`config.mk`:
```
export PLATFORM = sky130hd
export DESIGN_NAME = double_ended_queue_flat
export DESIGN_NICKNAME = d
export VERILOG_FILES = /design/src/hw/rtl/deq_pkg.sv /design/src/hw/rtl/deq_req_if.sv /design/src/hw/rtl/deq_rsp_if.sv /design/src/hw/rtl/deq_ram.sv /design/src/hw/rtl/double_ended_queue.sv /design/src/flat_wrapper.sv
export VERILOG_INCLUDE_DIRS = /design/src /design/src/hw/rtl
export SDC_FILE = /design/constraint.sdc
export NUM_CORES = 1
export LEC_CHECK = 0
export ABC_CLOCK_PERIOD_IN_PS = 10600
export BUFFER_PORTS_ARGS = -buffer_cell sky130_fd_sc_hd__buf_4
export CAP_MARGIN = 20
export CORE_ASPECT_RATIO = 0.9
export CORE_UTILIZATION = 32
export DETAILED_ROUTE_END_ITERATION = 8
export PLACE_DENSITY_LB_ADDON = 0.2
export SLEW_MARGIN = 40
export SYNTH_ARGS = -nofsm -noshare
export SYNTH_HDL_FRONTEND = slang
export SYNTH_SLANG_ARGS = --single-unit
```
`constraint.sdc`:
```
create_clock -name clk -period 10.6 [get_ports clk]
set_clock_uncertainty 0.1 [all_clocks]
set_input_delay 1.06 -clock clk [delete_from_list [all_inputs] [get_ports clk]]
set_output_delay 1.06 -clock clk [all_outputs]
set_load 0.01 [all_outputs]
```
`src/hw/rtl/double_ended_queue_defines.svh`:
```
// Assertion macros used by the RTL. Both expect clk and rst_n in scope.
`ifndef DOUBLE_ENDED_QUEUE_DEFINES_SVH
`define DOUBLE_ENDED_QUEUE_DEFINES_SVH

// Same-cycle implication.
`define DEQ_ASSERT_IMP(name, ante, cons) \
    name: assert property (@(posedge clk) disable iff (!rst_n) (ante) |-> (cons)) \
        else $error("deque assertion failed");

// Next-cycle implication.
`define DEQ_ASSERT_NXT(name, ante, cons) \
    name: assert property (@(posedge clk) disable iff (!rst_n) (ante) |=> (cons)) \
        else $error("deque assertion failed");

`endif

```
`src/hw/rtl/deq_pkg.sv`:
```
package deq_pkg;

    localparam int DEPTH_DEFAULT = 16;
    localparam int WORD_W        = 32;
    localparam int OP_W          = 3;
    localparam int STATUS_W      = 2;

    localparam logic [OP_W-1:0] OP_PUSH_FRONT = 3'd0;
    localparam logic [OP_W-1:0] OP_PUSH_REAR  = 3'd1;
    localparam logic [OP_W-1:0] OP_POP_FRONT  = 3'd2;
    localparam logic [OP_W-1:0] OP_POP_REAR   = 3'd3;
    localparam logic [OP_W-1:0] OP_PEEK_FRONT = 3'd4;
    localparam logic [OP_W-1:0] OP_PEEK_REAR  = 3'd5;

    localparam logic [STATUS_W-1:0] STATUS_OK        = 2'd0;
    localparam logic [STATUS_W-1:0] STATUS_UNDERFLOW = 2'd1;
    localparam logic [STATUS_W-1:0] STATUS_OVERFLOW  = 2'd2;

endpackage

```
`src/hw/rtl/deq_req_if.sv`:
```
interface deq_req_if import deq_pkg::*; ();

    logic                     valid;
    logic                     ready;
    logic        [OP_W-1:0]   operation;
    logic signed [WORD_W-1:0] value;

    modport source (output valid, output operation, output value, input ready);
    modport sink   (input valid, input operation, input value, output ready);

endinterface

```
`src/hw/rtl/deq_rsp_if.sv`:
```
interface deq_rsp_if import deq_pkg::*; ();

    logic                     valid;
    logic                     ready;
    logic signed [WORD_W-1:0] word;
    logic        [STATUS_W-1:0] status;
    logic                     now_empty;

    modport source (output valid, output word, output status, output now_empty, input ready);
    modport sink   (input valid, input word, input status, input now_empty, output ready);

endinterface

```
`src/hw/rtl/deq_ram.sv`:
```
module deq_ram #(
    parameter int WIDTH = 32,
    parameter int DEPTH = 16
) (
    input  logic                     clk,
    input  logic                     we,
    input  logic [$clog2(DEPTH)-1:0] waddr,
    input  logic [WIDTH-1:0]         wdata,
    input  logic                     re,
    input  logic [$clog2(DEPTH)-1:0] raddr,
    output logic [WIDTH-1:0]         rdata
);

    logic [WIDTH-1:0] mem [DEPTH];

    always_ff @(posedge clk)
    begin
        if (we)
        begin
            mem[waddr] <= wdata;
        end
        if (re)
        begin
            rdata <= mem[raddr];
        end
    end

endmodule

```
`src/hw/rtl/double_ended_queue.sv`:
```
// Channel | Dir | Payload                   | Transaction
// req     | in  | operation, value          | valid && ready at rising clk
// rsp     | out | word, status, now_empty   | valid && ready at rising clk
//
// One request per cycle unless stalled; responses go via s1 and out regs.
// Front index and occupancy update in the accept cycle; the ring memory is
// read or written there, and its registered read data forms the response.
// Reset clears indices, valid bits; ring entries undefined until pushed.
// A held response stalls the read stage, and req.ready drops with it.
`include "double_ended_queue_defines.svh"

module double_ended_queue import deq_pkg::*; #(
    parameter int DEPTH = DEPTH_DEFAULT
) (
    input  logic   clk,
    input  logic   rst_n,
    deq_req_if.sink   req,
    deq_rsp_if.source rsp
);

    localparam int ADDR_W = (DEPTH > 1) ? $clog2(DEPTH) : 1;
    localparam int CNT_W  = $clog2(DEPTH + 1);
    localparam int SUM_W  = CNT_W + 1;

    typedef struct packed {
        logic                use_rd;
        logic                underflow;
        logic [STATUS_W-1:0] status;
        logic                now_empty;
    } stage_t;

    function automatic logic [ADDR_W-1:0] ring_add(input logic [ADDR_W-1:0] base,
                                                   input logic [CNT_W-1:0]  offset);
        logic [SUM_W-1:0] sum;
        sum = SUM_W'(base) + SUM_W'(offset);
        if (sum >= SUM_W'(DEPTH))
        begin
            sum = sum - SUM_W'(DEPTH);
        end
        return sum[ADDR_W-1:0];
    endfunction

    logic [ADDR_W-1:0] head_reg, head_next;
    logic [CNT_W-1:0]  occ_reg, occ_next;
    logic              s1_valid_reg, s1_valid_next;
    stage_t            s1_reg, s1_next;
    logic              out_valid_reg, out_valid_next;
    logic signed [WORD_W-1:0] out_word_reg;
    logic [STATUS_W-1:0]      out_status_reg;
    logic                     out_empty_reg;

    logic              acc;
    logic              s1_adv;
    logic              empty;
    logic              full;
    logic [ADDR_W-1:0] head_dec;
    logic [ADDR_W-1:0] head_inc;
    logic [ADDR_W-1:0] tail_addr;
    logic [ADDR_W-1:0] rear_addr;
    logic              ram_we;
    logic [ADDR_W-1:0] ram_waddr;
    logic              ram_re;
    logic [ADDR_W-1:0] ram_raddr;
    logic [WORD_W-1:0] ram_rdata;

    assign s1_adv    = s1_valid_reg && (!out_valid_reg || rsp.ready);
    assign req.ready = !s1_valid_reg || s1_adv;
    assign acc       = req.valid && req.ready;

    assign empty     = (occ_reg == '0);
    assign full      = (occ_reg == CNT_W'(DEPTH));
    assign head_dec  = (head_reg == '0) ? ADDR_W'(DEPTH - 1) : head_reg - 1'b1;
    assign head_inc  = ring_add(head_reg, CNT_W'(1));
    assign tail_addr = ring_add(head_reg, occ_reg);
    assign rear_addr = ring_add(head_reg, occ_reg - 1'b1);

    always_comb
    begin
        head_next        = head_reg;
        occ_next         = occ_reg;
        ram_we           = 1'b0;
        ram_waddr        = tail_addr;
        ram_re           = 1'b0;
        ram_raddr        = head_reg;
        s1_next.use_rd    = 1'b0;
        s1_next.underflow = 1'b0;
        s1_next.status    = STATUS_OK;
        if (acc)
        begin
            case (req.operation)
                OP_PUSH_FRONT, OP_PUSH_REAR:
                begin
                    if (full)
                    begin
                        s1_next.status = STATUS_OVERFLOW;
                    end
                    else
                    begin
                        ram_we   = 1'b1;
                        occ_next = occ_reg + 1'b1;
                        if (req.operation == OP_PUSH_FRONT)
                        begin
                            head_next = head_dec;
                            ram_waddr = head_dec;
                        end
                    end
                end
                OP_POP_FRONT, OP_POP_REAR, OP_PEEK_FRONT, OP_PEEK_REAR:
                begin
                    if (empty)
                    begin
                        s1_next.status    = STATUS_UNDERFLOW;
                        s1_next.underflow = 1'b1;
                    end
                    else
                    begin
                        ram_re         = 1'b1;
                        s1_next.use_rd = 1'b1;
                        ram_raddr = (req.operation inside {OP_POP_FRONT, OP_PEEK_FRONT})
                                    ? head_reg : rear_addr;
                        if (req.operation == OP_POP_FRONT)
                        begin
                            head_next = head_inc;
                            occ_next  = occ_reg - 1'b1;
                        end
                        else if (req.operation == OP_POP_REAR)
                        begin
                            occ_next = occ_reg - 1'b1;
                        end
                    end
                end
                default:
                begin
                end
            endcase
        end
        s1_next.now_empty = (occ_next == '0);
    end

    always_comb
    begin
        s1_valid_next = acc ? 1'b1 : (s1_adv ? 1'b0 : s1_valid_reg);
        out_valid_next = s1_adv ? 1'b1 : (rsp.ready ? 1'b0 : out_valid_reg);
    end

    always_ff @(posedge clk or negedge rst_n)
    begin
        if (!rst_n)
        begin
            head_reg      <= '0;
            occ_reg       <= '0;
            s1_valid_reg  <= 1'b0;
            out_valid_reg <= 1'b0;
        end
        else
        begin
            head_reg      <= head_next;
            occ_reg       <= occ_next;
            s1_valid_reg  <= s1_valid_next;
            out_valid_reg <= out_valid_next;
        end
    end

    always_ff @(posedge clk)
    begin
        if (acc)
        begin
            s1_reg <= s1_next;
        end
        if (s1_adv)
        begin
            out_word_reg   <= s1_reg.underflow ? {WORD_W{1'b1}}
                            : (s1_reg.use_rd ? ram_rdata : '0);
            out_status_reg <= s1_reg.status;
            out_empty_reg  <= s1_reg.now_empty;
        end
    end

    deq_ram #(
        .WIDTH (WORD_W),
        .DEPTH (DEPTH)
    ) u_ram (
        .clk   (clk),
        .we    (ram_we),
        .waddr (ram_waddr),
        .wdata (req.value),
        .re    (ram_re),
        .raddr (ram_raddr),
        .rdata (ram_rdata)
    );

    assign rsp.valid     = out_valid_reg;
    assign rsp.word      = out_word_reg;
    assign rsp.status    = out_status_reg;
    assign rsp.now_empty = out_empty_reg;

    `DEQ_ASSERT_NXT(a_full_push_holds,
        acc && full && (req.operation == OP_PUSH_FRONT || req.operation == OP_PUSH_REAR),
        $stable(occ_reg) && $stable(head_reg))
    `DEQ_ASSERT_NXT(a_push_grows,
        acc && !full && (req.operation == OP_PUSH_FRONT || req.operation == OP_PUSH_REAR),
        occ_reg == $past(occ_reg) + 1'b1)
    `DEQ_ASSERT_IMP(a_underflow_word,
        rsp.valid && rsp.status == STATUS_UNDERFLOW,
        rsp.word == {WORD_W{1'b1}})
    `DEQ_ASSERT_IMP(a_stall_blocks_req,
        s1_valid_reg && out_valid_reg && !rsp.ready,
        !req.ready)
    `DEQ_ASSERT_IMP(a_occ_bound,
        1'b1,
        occ_reg <= CNT_W'(DEPTH))

endmodule
```
`src/flat_wrapper.sv`:
```
// flat-port wrapper written by rule: the top's interface ports become plain ports
module double_ended_queue_flat import deq_pkg::*;
#(
    parameter int DEPTH = DEPTH_DEFAULT
)
  (clk, rst_n, req_valid, req_operation, req_value, req_ready, rsp_valid, rsp_word, rsp_status, rsp_now_empty, rsp_ready);
  deq_req_if req_i ();
  deq_rsp_if rsp_i ();
  input  logic clk;
  input  logic rst_n;
  input wire logic [$bits(req_i.valid)-1:0] req_valid;
  input wire logic [$bits(req_i.operation)-1:0] req_operation;
  input wire logic [$bits(req_i.value)-1:0] req_value;
  output wire logic [$bits(req_i.ready)-1:0] req_ready;
  output wire logic [$bits(rsp_i.valid)-1:0] rsp_valid;
  output wire logic [$bits(rsp_i.word)-1:0] rsp_word;
  output wire logic [$bits(rsp_i.status)-1:0] rsp_status;
  output wire logic [$bits(rsp_i.now_empty)-1:0] rsp_now_empty;
  input wire logic [$bits(rsp_i.ready)-1:0] rsp_ready;
  assign req_i.valid = req_valid;
  assign req_i.operation = req_operation;
  assign req_i.value = req_value;
  assign req_ready = req_i.ready;
  assign rsp_valid = rsp_i.valid;
  assign rsp_word = rsp_i.word;
  assign rsp_status = rsp_i.status;
  assign rsp_now_empty = rsp_i.now_empty;
  assign rsp_i.ready = rsp_ready;
  double_ended_queue #(.DEPTH(DEPTH)) u_core (.clk(clk), .rst_n(rst_n), .req(req_i), .rsp(rsp_i));
endmodule
```
==> impl_metrics.toml, run 1 <==
[sta]
timing.max_slew.rel_slack_pct = 45.0
fin_crit_ns = 4.85
worst_hold_slack_ns = 0.191
slew_violations = 0
rsz0062_at_grt = "false"
finalSetupViolations = 0
tightest_slew_ns = 0.823
hold_viol = 0
tns_ns = 0
fmax_mhz = 206
min_period_over_period_pct = 45.8

[pwr]
ir_drop_v = 0.000254
p_total_w = 0.00897
p_sw_share_pct = 40.8
power.switching_w = 0.00366
power_density_nw_per_um2 = 302
leakagePower_nw = 10.4
p_int_w = 0.00531
clock_power_share_pct = 24.1
pwr-share-seq_pct = 33.1
combPwrFrac_pct = 42.8

[min_path]
min_path_type = "primary input to asynchronous set/reset pin"

[critical_path]
r2r_start = "u_core.occ_reg[0]$_DFF_PN0_"
rrSetupSlack_ns = 5.75
r2r_end = "u_core.u_ram.rdata[31]$_DFFE_PP_"
path_max_fanout = 91
cp_data_arrival_time_ns = 5.21
path_class = "register to register"
worst_setup_path_end_kind = "register"
cp-start-kind = "register"
required_ns = 10.96
worstRegToRegCells = 10

[yosys]
synth_seq_cells = 595
synth.net_count = 1957
ys.flop_type = "edfxtp_1"
yosysUniqueCellTypes = 62
ys_seq_area_share_pct = 69.4
synth_area_um2 = 25700
netlist_instances = 1906
avgSynthCellArea_um2 = 13.5
synth-edff-count = 584
async_flop_share_pct = 1.85
yosysWarnings = 0

[global_route]
grt_pass1_wl_um = 108000
grt_pass1_vias = 16500
top_usage_layer = "met2"
overflow = 0
grt.met1_usage_pct = 24.5
track_usage_pct = 17.9
grt_max_degree = 92
antenna_found_initial = 1
use_met2_pct = 29.4
use_met3_pct = 2.75

[drt]
antenna_left = 0
post_drt_wl_per_cell_um = 24.0
drt-total-wl_um = 73300
drc_errors = 0
drt_iter0_drc = 1388
drt_first_pass_iters = 5
vias = 16500
vias_per_cell = 5.41

[flow_run]
cap_violations = 0

[cts]
cts_setup_buffers = 0
cts-htree-levels = 3
clk_pin_slew_ns = 0.06
hold_buffers = 0
cts_sinks = 595
postCtsResizedCells = 0
root_buffer = "clkbuf_16"
clk_latency_ns = 0.60
numCtsBuffers = 66
cts_buffer_depth = 3
cts_tree = "yes"

[die]
ioPinCount = 76
die-width_um = 301
rows = 98
dieHeight_um = 271
core_um2 = 79500
dieArea_um2 = 81400
start_util_pct = 32.3

[cells_and_area]
n_fill_cell = 7524
final_layout_size_suffix_gt1_share_pct = 13.6
fin_util_pct = 37.4
largest_reg_flops = 512
area_growth_pct = 15.7
diodes = 0
final_net_count = 2009
top_register = "u_core.u_ram.mem"

[placed_design]
dp_hpwl_um = 41500
io_buffers = 75
place_congestion = 0.763

[run_status]
status = "completed"
synthesized netlist by cell type, types with 3 or more instances:
| cell type | instances | area share (%) |
|---|---|---|
| edfxtp_1 | 584 | 68 |
| nand2_1 | 210 | 3.1 |
| a221oi_1 | 156 | 5.3 |
| a21oi_1 | 131 | 2.6 |
| mux2i_1 | 126 | 4.9 |
| nor2_1 | 122 | 1.8 |
| clkbuf_1 | 105 | 1.5 |
| inv_1 | 77 | 1.1 |
| o21ai_0 | 68 | 1.3 |
| nand3_1 | 66 | 1.3 |
| a21o_1 | 35 | 1.0 |
| nor4_1 | 34 | 0.83 |
| a311o_1 | 31 | 1.2 |
| buf_2 | 23 | 0.45 |
| buf_1 | 14 | 0.20 |
| dfrtp_1 | 11 | 1.1 |
| ha_1 | 10 | 0.49 |
| nor3_1 | 8 | 0.16 |
| and3_1 | 6 | 0.15 |
| buf_4 | 6 | 0.18 |
| xnor2_1 | 6 | 0.20 |
| a311oi_1 | 5 | 0.17 |
| mux2_2 | 5 | 0.22 |
| nand2b_1 | 5 | 0.12 |
| xor2_1 | 5 | 0.17 |
| mux4_2 | 4 | 0.35 |
| and2_1 | 3 | 0.073 |
| o21ba_2 | 3 | 0.12 |
| o221ai_1 | 3 | 0.10 |
| or2_2 | 3 | 0.073 |
cells in the final DEF, fill, tap and decap left out, drive strengths merged, types with 3 or more instances in the layout:
cell,synthesis,routed
edfxtp,584,584
nand2,210,210
a221oi,156,156
a21oi,131,131
buf,43,131
mux2i,127,127
nor2,122,122
clkbuf,105,83
inv,79,81
o21ai,69,69
nand3,66,66
a21o,35,35
nor4,35,35
a311o,31,31
clkinv,0,22
dfrtp,11,11
ha,10,10
nor3,8,8
xnor2,7,7
and3,6,6
xor2,5,5
mux2,5,5
a311oi,5,5
nand2b,5,5
mux4,4,4
and2,4,4
o21ba,3,3
o221ai,3,3
bufinv,0,3
clkinvlp,0,3
or2,3,3
kinds of logic after synthesis:
| kind of cell | share of synthesized area, % |
|---|---|
| compound gates | 12.5 |
| xor+xnor | 0.438 |
| fa+ha+maj | 0.643 |
| buf+inv | 3.52 |
| flops | 69.4 |
| mux | 5.53 |
| simple gates | 8.01 |
metal layers:
metal	part of all wire, %	vias to the layer above
met2	48	451
met4	2.0	2
met1	45	8481
met3	5.0	108
met5	0.018	-
li1	-	7475
metrics by stage:
stage                     cells  setup WS [ns]  area [µm²]
final                      3052           5.75       29700
after global routing       3052           5.58       29700
after CTS                  3050           5.70       29700
after detailed placement   2938           5.36       27700
after global placement     2930           5.21       27500
after floorplan            1906           6.31       25700
how the worst max path moves through the flow:
stage | start | to | slack, ns | cells past startpoint
detailed placement | req_operation[1] | u_core.u_ram.rdata[3]$_DFFE_PP_ | 5.36 | 9
global placement | req_operation[1] | u_core.u_ram.rdata[2]$_DFFE_PP_ | 5.21 | 9
global route | u_core.occ_reg[0]$_DFF_PN0_ | u_core.u_ram.rdata[31]$_DFFE_PP_ | 5.58 | 10
floorplan | rsp_ready | u_core.u_ram.rdata[0]$_DFFE_PP_ | 6.31 | 4
CTS | u_core.occ_reg[0]$_DFF_PN0_ | u_core.u_ram.rdata[31]$_DFFE_PP_ | 5.70 | 10
finish | u_core.occ_reg[0]$_DFF_PN0_ | u_core.u_ram.rdata[31]$_DFFE_PP_ | 5.75 | 10
power groups by stage:
stage | clock, W | combinational, W | sequential (W)
CTS | 0.00222 | 0.00384 | 0.00297
detailed placement | 0 | 0.00382 | 0.00302
finish | 0.00216 | 0.00384 | 0.00297
floorplan | 0 | 0.00248 | 0.00292
global route | 0.00230 | 0.00416 | 0.00299
global placement | 0 | 0.00369 | 0.00302
area by class of cell:
type / count / area [µm²] / area share [%]
well taps: 1050 / 1310 / 4.42
clock buffers: 82 / 1750 / 5.90
flip-flops and latches: 595 / 17800 / 60.0
repair buffers: 132 / 1080 / 3.64
clock inverters: 30 / 234 / 0.787
inverters: 79 / 297 / 0.998
multi-input cells: 1084 / 7220 / 24.3
critical path: stages, from the launching register on:
cell	delay [ns]
dfrtp_1	0.53
inv_1	0.15
ha_1	0.31
nor4b_4	0.19
nor4_4	0.31
buf_6	0.53
buf_6	0.63
mux2i_1	0.27
o21ba_2	0.81
buf_4	0.42
a311o_1	0.22
Note: power is estimated with default switching activity, not from simulation.
==> run 2, diff against run 1 <==
--- a/config.mk
+++ b/config.mk
@@ -6,7 +6,7 @@
 export SDC_FILE = /design/constraint.sdc
 export NUM_CORES = 1
 export LEC_CHECK = 0
-export ABC_CLOCK_PERIOD_IN_PS = 10600
+export ABC_CLOCK_PERIOD_IN_PS = 4350
 export BUFFER_PORTS_ARGS = -buffer_cell sky130_fd_sc_hd__buf_4
 export CAP_MARGIN = 20
 export CORE_ASPECT_RATIO = 0.9
==> constraint.sdc (replaced) <==
create_clock -name clk -period 4.35 [get_ports clk]
set_clock_uncertainty 0.1 [all_clocks]
set_input_delay 0.435 -clock clk [delete_from_list [all_inputs] [get_ports clk]]
set_output_delay 0.435 -clock clk [all_outputs]
set_load 0.01 [all_outputs]
==> impl_metrics.toml, run 2 (synthesized netlist as in run 1, its figures left out) <==
[die]
die-width_um = 301
rows = 98
ioPinCount = 76
start_util_pct = 32.3
core_um2 = 79500
dieHeight_um = 271
dieArea_um2 = 81400

[global_route]
grt_max_degree = 98
antenna_found_initial = 1
overflow = 0
track_usage_pct = 18.9
grt_pass1_vias = 16600
grt_pass1_wl_um = 113000

[sta]
tightest_slew_ns = 0.777
slew_violations = 0
setup_slack_ns = 0.322
fmax_mhz = 248
fin_crit_ns = 4.03
min_period_over_period_pct = 92.6
rsz0062_at_grt = "false"
tns_ns = 0
hold_viol = 0
finalSetupViolations = 0
timing.max_slew.rel_slack_pct = 48.1

[cells_and_area]
multiInputGateArea_um2 = 7200
top_register = "u_core.u_ram.mem"
diodes = 0
largest_reg_flops = 512
layout_commonest_cell = "edfxtp_1"
final_layout_size_suffix_gt1_share_pct = 14.4
final_net_count = 2029
layout_common_cells = "edfxtp_1 (584), nand2_1 (210), a221oi_1 (156), a21oi_1 (131), mux2i_1 (123)"
n_fill_cell = 7474
area_growth_pct = 17.4
ff_latch_area_um2 = 17800
fin_util_pct = 37.9

[critical_path]
path_max_fanout = 39
cpPeakStageDelay_ns = 0.57
required_ns = 4.60
slowest_stage = "buf_4"
critical_path.top_delay_family = "compound AO/OA/AOI/OAI gates"
path_buf_inv = 3
cp_data_arrival_time_ns = 4.28
crit_chain = "inv_1 > ha_1 > nor4b_4 > or4_2 > buf_4 > a211oi_2 > o21ai_4 > buf_12 > a221oi_1 > a311o_1"
worst_setup_path_end_kind = "register"
cp-start-kind = "register"
path_class = "register to register"

[cts]
root_buffer = "clkbuf_16"
cts_setup_buffers = 0
hold_buffers = 4
clk_latency_ns = 0.62
clk_pin_slew_ns = 0.06
cts-htree-levels = 3
postCtsResizedCells = 0
cts_tree = "yes"
numCtsBuffers = 67
cts_sinks = 595
cts_buffer_depth = 3

[drt]
drc_errors = 0
vias_per_cell = 5.41
drt_iter0_drc = 1553
antenna_left = 0
drt_first_pass_iters = 5
drt-total-wl_um = 77100
vias = 16600
post_drt_wl_per_cell_um = 25.1

[placed_design]
io_buffers = 75
post-place-ws_ns = 0.369
dp_hpwl_um = 42900
place_congestion = 0.797

[pwr]
ir_drop_v = 0.000974
p_sw_share_pct = 41.4
power_density_nw_per_um2 = 749
combPwrFrac_pct = 44.4
clock_power_share_pct = 24.2
power.switching_w = 0.00935
pwr-share-seq_pct = 31.4
leakagePower_nw = 10.6
p_int_w = 0.0132

[run_status]
status = "completed"

[flow_run]
cap_violations = 0

[min_path]
min_path_type = "primary input to register"
==> run 2: cell type report <==
class	instances	share of cell area, %
repair buffers	151	4.80
flip-flops and latches	595	59.1
clock buffers	81	5.80
well taps	1050	4.36
inverters	79	0.984
clock inverters	36	1.10
multi-input cells	1084	23.9
==> run 2: worst register-to-register path: stages, from the launching register on <==
cell and delay [ns]:
dfrtp_1 0.47, inv_1 0.16, ha_1 0.30, nor4b_4 0.48, or4_2 0.27, buf_4 0.57
a211oi_2 0.15, o21ai_4 0.57, buf_12 0.31, a221oi_1 0.09, a311o_1 0.29
==> run 2: power groups by stage <==
stage / clock network, W / logic (W) / registers, W
final: 0.00547 / 0.0100 / 0.00710
after global routing: 0.00579 / 0.0108 / 0.00713
after CTS: 0.00558 / 0.00998 / 0.00710
after detailed placement: 0 / 0.00996 / 0.00721
after global placement: 0 / 0.00977 / 0.00721
after floorplan: 0 / 0.00603 / 0.00713
==> run 2: final timing paths <==
check	startpoint	to	slack, ns	cells after the start
worst max-delay path	u_core.occ_reg[0]$_DFF_PN0_	u_core.u_ram.rdata[31]$_DFFE_PP_	0.32	10
max in group asynchronous	rst_n	u_core.head_reg[0]$_DFFE_PN0P_	3.86	2
worst max register to register	u_core.occ_reg[0]$_DFF_PN0_	u_core.u_ram.rdata[31]$_DFFE_PP_	0.32	10
worst min-delay path	req_value[9]	u_core.u_ram.mem[14][9]$_DFFE_PP_	0.02	1
min in group asynchronous	rst_n	u_core.occ_reg[2]$_DFF_PN0_	0.11	2
worst min register to register	u_core.s1_reg[0]$_DFFE_PP_	u_core.rsp.now_empty$_DFFE_PP_	0.33	0
==> run 2: metal layers <==
layer	vias to the layer above	GRT usage (%)	share of wire, %
li1	7517	-	-
met1	8487	26.1	45
met2	522	30.0	46
met3	114	3.70	6.5
met4	2	5.25	2.2
met5	-	0	0.019
==> run 2: metrics by stage <==
step	hold slack (ns)	instance area (µm²)	instances	total power (W)
after CTS	0.00151	30100	3075	0.0227
after global routing	0.0237	30200	3076	0.0237
after floorplan	0.0394	25700	1906	0.0132
after global placement	0.189	28000	2953	0.0170
final	0.0226	30200	3076	0.0226
after detailed placement	0.191	28000	2954	0.0172
==> run 3, diff against run 2 <==
--- a/config.mk
+++ b/config.mk
@@ -12,6 +12,7 @@
 export CORE_ASPECT_RATIO = 0.9
 export CORE_UTILIZATION = 32
 export DETAILED_ROUTE_END_ITERATION = 8
+export MAX_ROUTING_LAYER = met4
 export PLACE_DENSITY_LB_ADDON = 0.2
 export SLEW_MARGIN = 40
 export SYNTH_ARGS = -nofsm -noshare
==> impl_metrics.toml, run 3 (synthesized netlist as in run 1, its figures left out) <==
[global_route]
grt_pass1_wl_um = 113000
grt_max_degree = 98
grt_pass1_vias = 16600
track_usage_pct = 19.4
antenna_found_initial = 1
overflow = 0

[critical_path]
cp-start-kind = "register"
slowest_stage = "buf_4"
cp-startpoint = "u_core.occ_reg[0]$_DFF_PN0_"
required_ns = 4.61
worst_setup_path_end_kind = "register"
r2r_start = "u_core.occ_reg[0]$_DFF_PN0_"
crit_chain = "inv_1 > ha_1 > nor4b_4 > or4_2 > buf_4 > a211oi_2 > o21ai_4 > buf_12 > a221oi_1 > a311o_1"
rrSetupSlack_ns = 0.34
path_class = "register to register"
path_max_fanout = 39
cp_data_arrival_time_ns = 4.27
cpPeakStageDelay_ns = 0.57

[die]
start_util_pct = 32.3
dieArea_um2 = 81400
rows = 98
dieHeight_um = 271
die-width_um = 301
ioPinCount = 76
core_um2 = 79500

[pwr]
pwr-share-seq_pct = 31.5
power_density_nw_per_um2 = 748
leakagePower_nw = 10.5
ir_drop_v = 0.00107
p_sw_share_pct = 41.3
power.switching_w = 0.00931
p_int_w = 0.0132
p_total_w = 0.0225
combPwrFrac_pct = 44.2
clock_power_share_pct = 24.3

[drt]
vias_per_cell = 5.44
drt_iter0_drc = 1563
drc_errors = 0
post_drt_wl_per_cell_um = 25.0
antenna_left = 0
vias = 16700
drt-total-wl_um = 77000
drt_first_pass_iters = 5

[cts]
cts-htree-levels = 3
cts_tree = "yes"
root_buffer = "clkbuf_16"
clk_pin_slew_ns = 0.06
postCtsResizedCells = 0
cts_buffer_depth = 3
cts_sinks = 595
clk_latency_ns = 0.62
hold_buffers = 4
cts_setup_buffers = 0
numCtsBuffers = 67

[min_path]
min_path_type = "primary input to register"
holdCritStartpoint = "req_value[9]"

[placed_design]
dp_hpwl_um = 42900
place_congestion = 0.809
dp_cells = 2954
io_buffers = 75

[cells_and_area]
largest_reg_flops = 512
n_fill_cell = 7475
layout_common_cells = "edfxtp_1 (584), nand2_1 (210), a221oi_1 (156), a21oi_1 (131), mux2i_1 (123)"
area_growth_pct = 17.3
ff_latch_area_um2 = 17800
fin_util_pct = 37.9
top_register = "u_core.u_ram.mem"
multiInputGateArea_um2 = 7200
final_net_count = 2028
final_layout_size_suffix_gt1_share_pct = 14.4
stdcell_count = 3076
layout_commonest_cell = "edfxtp_1"

[sta]
tightest_slew_ns = 0.854
hold_viol = 0
timing.max_slew.rel_slack_pct = 43.1
slew_violations = 0
finalSetupViolations = 0
fin_crit_ns = 4.01
min_period_over_period_pct = 92.2
fmax_mhz = 249
tns_ns = 0
worst_hold_slack_ns = 0.0219
rsz0062_at_grt = "false"

[flow_run]
cap_violations = 0

[run_status]
status = "completed"
## run 3: stage by stage
stage	setup WS, ns	instance area (µm²)
2_1_floorplan	0.465	25700
3_3_place_gp	0.449	28000
3_5_place_dp	0.369	28000
4_1_cts	0.360	30100
5_1_grt	0.137	30100
6_report	0.341	30100
## run 3: cell type report
class,instances,share of cell area [%]
timing repair buffer,150,4.74
clock inverter,36,1.10
multi-input combinational,1084,23.9
inverter,79,0.984
sequential,595,59.1
clock buffer,81,5.80
tap,1050,4.36
antenna,1,0.00830
## run 3: worst paths after layout
path                                                           to  cells past startpoint
worst min register to register     u_core.rsp.now_empty$_DFFE_PP_                      0
worst min-delay path            u_core.u_ram.mem[14][9]$_DFFE_PP_                      1
worst max-delay path             u_core.u_ram.rdata[31]$_DFFE_PP_                     10
max in group asynchronous          u_core.head_reg[0]$_DFFE_PN0P_                      2
min in group asynchronous             u_core.occ_reg[2]$_DFF_PN0_                      2
worst max register to register   u_core.u_ram.rdata[31]$_DFFE_PP_                     10
## run 3: power groups by stage
| stage | clock network, W | logic, W | registers [W] |
|---|---|---|---|
| final | 0.00547 | 0.00997 | 0.00710 |
| after global routing | 0.00579 | 0.0108 | 0.00714 |
| after CTS | 0.00558 | 0.00998 | 0.00710 |
| after detailed placement | 0 | 0.00996 | 0.00721 |
| after global placement | 0 | 0.00977 | 0.00721 |
| after floorplan | 0 | 0.00603 | 0.00713 |
## run 3: per-layer routing
| metal | up-vias | wire [µm] | global-route usage [%] | part of all wire, % |
|---|---|---|---|---|
| met2 | 576 | 35800 | 30.0 | 46 |
| met4 | 0 | 1690 | 5.22 | 2.2 |
| met5 | - | 0 | - | 0 |
| li1 | 7524 | - | - | - |
| met1 | 8502 | 34500 | 26.1 | 45 |
| met3 | 118 | 5060 | 3.65 | 6.6 |
## run 3: worst max-delay path, delay by kind of cell, from the launching register on
family / cells / cell delay, ns
and+or+nand+nor: 2 / 0.75
buffers and inverters: 3 / 1.02
adders and majority gates: 1 / 0.30
AOI/OAI and AO/OA: 4 / 1.08
DFF: 1 / 0.47
